[src/ttps_pkg.sv]
package ttps_pkg;

    localparam int unsigned TABLE_ENTRIES_DEF = 65536;
    localparam int unsigned HASH_W = 64;

    localparam logic [1:0] FLAG_EXACT = 2'd0;
    localparam logic [1:0] FLAG_LOWER = 2'd1;
    localparam logic [1:0] FLAG_UPPER = 2'd2;

    typedef struct packed {
        logic               mode;
        logic [63:0]        position_hash;
        logic [5:0]         search_depth;
        logic signed [15:0] alpha_in;
        logic signed [15:0] beta_in;
        logic signed [15:0] result_score;
    } req_t;

    typedef struct packed {
        logic               hit;
        logic signed [15:0] score_out;
        logic signed [15:0] alpha_out;
        logic signed [15:0] beta_out;
    } rsp_t;

    typedef struct packed {
        logic               valid;
        logic [1:0]         flag;
        logic [5:0]         depth;
        logic signed [15:0] score;
        logic [63:0]        key;
    } entry_t;

    typedef struct packed {
        logic clear_wr;
        logic accept;
        logic index_step;
        logic access;
        logic resolve;
    } ctrl_cmd_t;

    typedef struct packed {
        logic clear_last;
        logic index_last;
        logic fast_index;
    } ctrl_sts_t;

endpackage

[src/ttps_ctrl.sv]
module ttps_ctrl
    import ttps_pkg::*;
(
    input  logic      clk,
    input  logic      rst_n,
    input  logic      start,
    input  ctrl_sts_t sts,
    output ctrl_cmd_t cmd,
    output logic      busy,
    output logic      done
);

    typedef enum logic [2:0] {
        S_CLEAR,
        S_IDLE,
        S_INDEX,
        S_LOOKUP,
        S_RESOLVE
    } state_t;

    state_t state_reg, state_next;
    logic   busy_reg, busy_next;
    logic   done_reg, done_next;

    always_comb
    begin
        cmd.clear_wr   = (state_reg == S_CLEAR);
        cmd.accept     = start && !busy_reg;
        cmd.index_step = (state_reg == S_INDEX);
        cmd.access     = (state_reg == S_LOOKUP);
        cmd.resolve    = (state_reg == S_RESOLVE);
    end

    always_comb
    begin
        state_next = state_reg;
        busy_next = busy_reg;
        done_next = 1'b0;
        case (state_reg)
            S_CLEAR:
            begin
                if (sts.clear_last)
                begin
                    state_next = S_IDLE;
                    busy_next = 1'b0;
                end
            end
            S_IDLE:
            begin
                if (start)
                begin
                    state_next = sts.fast_index ? S_LOOKUP : S_INDEX;
                    busy_next = 1'b1;
                end
            end
            S_INDEX:
            begin
                if (sts.index_last)
                    state_next = S_LOOKUP;
            end
            S_LOOKUP:
            begin
                state_next = S_RESOLVE;
            end
            S_RESOLVE:
            begin
                state_next = S_IDLE;
                busy_next = 1'b0;
                done_next = 1'b1;
            end
            default:
            begin
                state_next = S_IDLE;
                busy_next = 1'b0;
            end
        endcase
    end

    always_ff @(posedge clk or negedge rst_n)
    begin
        if (!rst_n)
        begin
            state_reg <= S_CLEAR;
            busy_reg <= 1'b1;
            done_reg <= 1'b0;
        end
        else
        begin
            state_reg <= state_next;
            busy_reg <= busy_next;
            done_reg <= done_next;
        end
    end

    assign busy = busy_reg;
    assign done = done_reg;

endmodule

[config.mk]
export PLATFORM = sky130hd
export DESIGN_NAME = ttps_ctrl
export DESIGN_NICKNAME = d
export VERILOG_FILES = /design/src/ttps_pkg.sv /design/src/ttps_ctrl.sv
export SDC_FILE = /design/constraint.sdc
export NUM_CORES = 1
export LEC_CHECK = 0
export ABC_CLOCK_PERIOD_IN_PS = 2000
export BUFFER_PORTS_ARGS = -buffer_cell sky130_fd_sc_hd__buf_4
export CORE_AREA = 4 4 41 43
export CTS_CLUSTER_DIAMETER = 60
export CTS_CLUSTER_SIZE = 30
export DETAILED_ROUTE_END_ITERATION = 10
export DIE_AREA = 0 0 45 47
export PLACE_DENSITY = 0.37
export SLEW_MARGIN = 20
export SYNTH_ARGS = -nofsm -noshare
export SYNTH_HDL_FRONTEND = slang
export SYNTH_SLANG_ARGS = --single-unit
[constraint.sdc]
create_clock -name clk -period 2 [get_ports clk]
set_clock_uncertainty 0.05 [all_clocks]
set_input_delay 0.4 -clock clk [delete_from_list [all_inputs] [get_ports clk]]
set_output_delay 0.4 -clock clk [all_outputs]
set_load 0.01 [all_outputs]
* After elaboration in Yosys (flattened, before gate mapping)
Cells that the tools add are included.
Word-level totals: bits in registers 5, output and inout port bits 7, word-level logic and storage cells 26
Cells by class: equality and inequality tests 7, muxes and demuxes 9, bitwise gates (word level) 1, reduce and logical (&&, ||, !) cells 6
Operators with widths (count):
- $pmux 3 s4 | 1
- $mux 3 | 3
- $eq 3x2->1 const B | 2
- $ne 2x2->1 const B | 3
- $reduce_and 3->1 | 2
- $mux 1 | 4
- $eq 3x1->1 const B | 1
- $eq 3x3->1 const B | 1
- $logic_not 3->1 | 1
- $pmux 1 s3 | 1
- $reduce_or 2->1 | 1
- $logic_and 1x1->1 | 1
- $logic_not 1->1 | 1
- $not 1->1 | 1

* Logic depth before layout (Yosys ltp)
depth after elaboration 4, gate-level depth with buffers 4, depth with buffers taken out 3

* Least setup slack after synthesis
Ideal clock, no wire load.
path kind register -> output, from reg state_reg[1], to out cmd[0] (netlist name), arrival 0.857 ns, data required time 1.550 ns, slack 0.693 ns, cell stages (with the launch flop) 4, buffers on the path 2, path through dfrtp_1 -> buf_2 -> nor3b_1 -> buf_4
RTL lines:
- start, declared | line ttps_ctrl.sv:21 | state_t state_reg, state_next;
- start signal, assigned | line ttps_ctrl.sv:89 | state_reg <= state_next;
- end, declared | line ttps_ctrl.sv:8 | output ctrl_cmd_t cmd,

==> summary.md <==
| Metric | Value |
|---|---|
| Peak supply drop | around 0.63 mV |
| Starting utilization of the core area | 0.2000 |
| Final period util | 0.7987 |
| CTS root buffer | clkbuf_4 |
| Total power density per cell area | approximately 1400 nW/um2 |
| Maximum fanout along the worst path | 10 |
| Global-route wire length before repair | ~1000 um |
| Setup TNS Final | 0 ns |
| Setup violation total in the final timing report | 0 |
| Wire per inst | around 11 um |
| Number of enable-type register cells in the synthesized netlist | 0 |
| Fraction of final layout cells sized beyond drive strength 1 | 0.4390 |
| Top-area cell type share of the netlist area | 0.3846 |
| Top cell types by occurrence after synthesis | dfrtp_1 (4), a21oi_1 (3), nor2b_1 (3) |
| Yosys Warn Count | 0 |
| Multiplexer fraction of the synthesized cell area | 0.03846 |
| Most instantiated library cell after synthesis | dfrtp_1 |
| Category of the worst setup path capture point | output port |
| Max cap viols | 0 |
| Multi-input gate area | 117.6 um2 |
| Mean Syn Cell Area | between 10 and 15 um2 |
| I/O Buffers | 12 |
| Worst min-delay path endpoint | state_reg[0]$_DFFE_PN0P_ |
| Top Family by Delay on Critical Path | flip-flops |
| Post-Synth Adder-Cell Area | 0 |
| Placement row count | 13 |
| Synthesis-to-layout area growth | 50.96% |
| Clock period minus final worst setup slack | ~1.6 ns |
| Final Routed Wirelength | 592 um |
| Overall Power | about 550 uW |
| Leftover overflow at the end of global routing | 0 |
| Post-detailed-route count of antenna-violating nets | 0 |
| Max reg flops | 3 |
| Clock input transition at the sequential cells of the worst setup and hold paths | roughly 0.04 ns |
| GPL Wtd Cong | 0.6489 |
| Finished Core Util | 0.3019 |
| Required arrival time at the worst endpoint | between 1.5 and 2 ns |
| Via count of the first global-routing pass | 253 |
| Final Hold Violating Endpoints | 0 |
| Compound-cell area share of the yosys netlist | 0.1154 |
| Critical register-to-register path startpoint | state_reg[0]$_DFFE_PN0P_ |
| CTS Buffer Depth | 2 |
| Finished layout cell area | slightly below 400 um2 |
| Nets in the synthesized netlist | 32 |
| FILL cells | ~160 |
| Cells on worst reg2reg path | 3 |
| Fraction of the yosys area taken by sequential cells | 0.4856 |
| Chip Width | about 45 um |
| FFs w/ async S/R, synth | 1.000 |
| Yosys cell types | 16 |
| Clock latency on the worst-skew pair | approximately 0.24 ns |
| Vert. Die Dim | ~47 um |
| Clk sinks | 5 |
| Remaining routing DRC violations | 0 |
| Maximum number of pins on one net before global-route repair | 11 |
| Number of buffers added by the clock tree synthesis step | 3 |
| Leading post-synthesis cells by cell area | dfrtp_1 (38%), dfstp_2 (10%), nor2b_1 (7.2%) |
| Post-synthesis register bit count | 5 |
| Vias | ~240 |
| CTS HTree Levels | 1 |
| HPWL after DPL | 447.1 um |
| Full die area | 2115 um2 |
| Antenna violations before repair | 0 |
| Number of DRC violations after detailed-routing iteration 0 | 1 |
| ANT cells | 0 |
| Max-slew headroom | 0.8047 |
| Chain of cells forming the critical path | nor3b_1 > buf_4 |
| Worst hold margin | 0.3848 ns |
| Drt first pass iters | 2 |
| Vias/cell | approximately 4.2 |
| Synth Flop Type | dfrtp_1 |
| Worst Max-Slew Pin Slew | between 0.2 and 0.3 ns |
| Clock tree from TritonCTS | built |
| Standard cell with the maximum stage delay on the critical path | dfrtp_1 |
| Minimum setup slack among reg-to-reg paths | between 0.9 and 1 ns |
| Arrival time reported for the critical path endpoint | approximately 1.2 ns |
| Register area | approximately 130 um2 |
| Total I/O pin count | 13 |
| Share of the synthesized netlist area taken by xor and xnor gates | 0 |
| Combinational family with the most area after synthesis | simple AND/OR/NAND/NOR gates |
| FMAX | 0.6260 GHz |
| Cell type with the largest total area after synthesis | dfrtp_1 |
| Reg-to-reg critical path endpoint | state_reg[1]$_DFFE_PN0P_ |
| Number of buffer and inverter instances along the worst setup path | 1 |
| Global Route Usage Sum | 0.07619 |
| Worst min path class | in2reg |
| Core region area | between 1000 and 1500 um2 |
| Fin nets | 48 |
| Leakage | ~0.19 nW |
| Critical path's largest stage delay | between 0.4 and 0.5 ns |
| Run status | completed |
| Post-synthesis share of cell area spent on and, or, nand and nor gates | 0.2981 |
| Final Max Tran Viols | 0 |
| Critical setup path kind | reg2out |
| Area of the mapped netlist | 260.3 um2 |
| Post-DP Area | roughly 360 um2 |
| Kind of launch point of the worst setup path | register |
| RSZ-0062 raised after global routing | false |
| Hold wc startpoint | sts[1] |
| Instance count along the most critical hold path | 3 |
| Post-Syn Instances | 26 |
-- report_power, final --
part	total [mW]	internal (mW)	leakage [nW]	switching, mW
clock	0.115	0.0753	0.0150	0.0398
sequential	0.217	0.150	0.0622	0.0669
combinational	0.222	0.132	0.113	0.0905
total	0.554	0.357	0.190	0.197
-- area by class of cell --
type | count | share of cell area
Sequential cell | 5 | 0.3217
Inverter | 1 | 0.009554
Tap cell | 15 | 0.04777
Timing Repair Buffer | 13 | 0.2548
Multi-Input combinational cell | 18 | 0.2994
Clock buffer | 4 | 0.06688
-- cell families (layout without fill, tap and decap cells) --
kind of cell	Yosys count	in the layout
flops	5	5
simple gates	11	11
mux	1	1
buf+inv	3	18
compound gates	6	6
-- worst min-delay path: stages --
cell and delay (ns):
buf_4 0.07, mux2i_1 0.05, o21ai_1 0.11
-- what timing repair did --
action / in CTS / in global routing
buffers inserted: 0 / 0
hold endpoints to repair: 4 / 0
hold buffers: 1 / 0
gates resized for setup: 0 / 0
-- layer usage --
metal  part of all wire  vias to the layer above  routed length (um)  track usage
li1                   -                      117                   -            -
met2               0.43                       14                 257      0.09605
met4              0.020                        0                  12      0.05263
met1               0.43                      103                 252      0.08295
met5                  0                        -                   0            0
met3               0.12                        2                  69      0.06513
-- per-stage QoR --
| step | instances | setup slack, ns |
|---|---|---|
| CTS | 56 | 0.3711 |
| finish | 56 | 0.4026 |
| global placement | 51 | 0.6573 |
| global route | 56 | 0.2717 |
| floorplan | 26 | 0.6934 |
| detailed placement | 51 | 0.6332 |
-- worst max path at each step --
stage,cells past startpoint,end,start,slack [ns]
5_1_grt,2,cmd[2],state_reg[1]$_DFFE_PN0P_,0.27
6_report,2,cmd[0],state_reg[1]$_DFFE_PN0P_,0.40
2_1_floorplan,3,cmd[0],state_reg[1]$_DFFE_PN0P_,0.69
3_5_place_dp,2,cmd[0],state_reg[1]$_DFFE_PN0P_,0.63
4_1_cts,2,cmd[0],state_reg[1]$_DFFE_PN0P_,0.37
3_3_place_gp,2,cmd[0],state_reg[1]$_DFFE_PN0P_,0.66
-- placed cells by master, fill, tap and decap left out --
master,n
buf_4,12
nand2b_1,1
clkbuf_4,3
nor2b_1,3
and3b_1,2
clkbuf_1,1
mux2i_1,1
dfrtp_1,4
dfstp_2,1
dlygate4sd3_1,1
nor2_2,1
nor2b_2,1
nor3b_1,2
o21ai_1,2
a21oi_1,3
nor3_1,1
o21ai_0,1
inv_1,1
No activity file was read; power rests on OpenSTA's default activity.
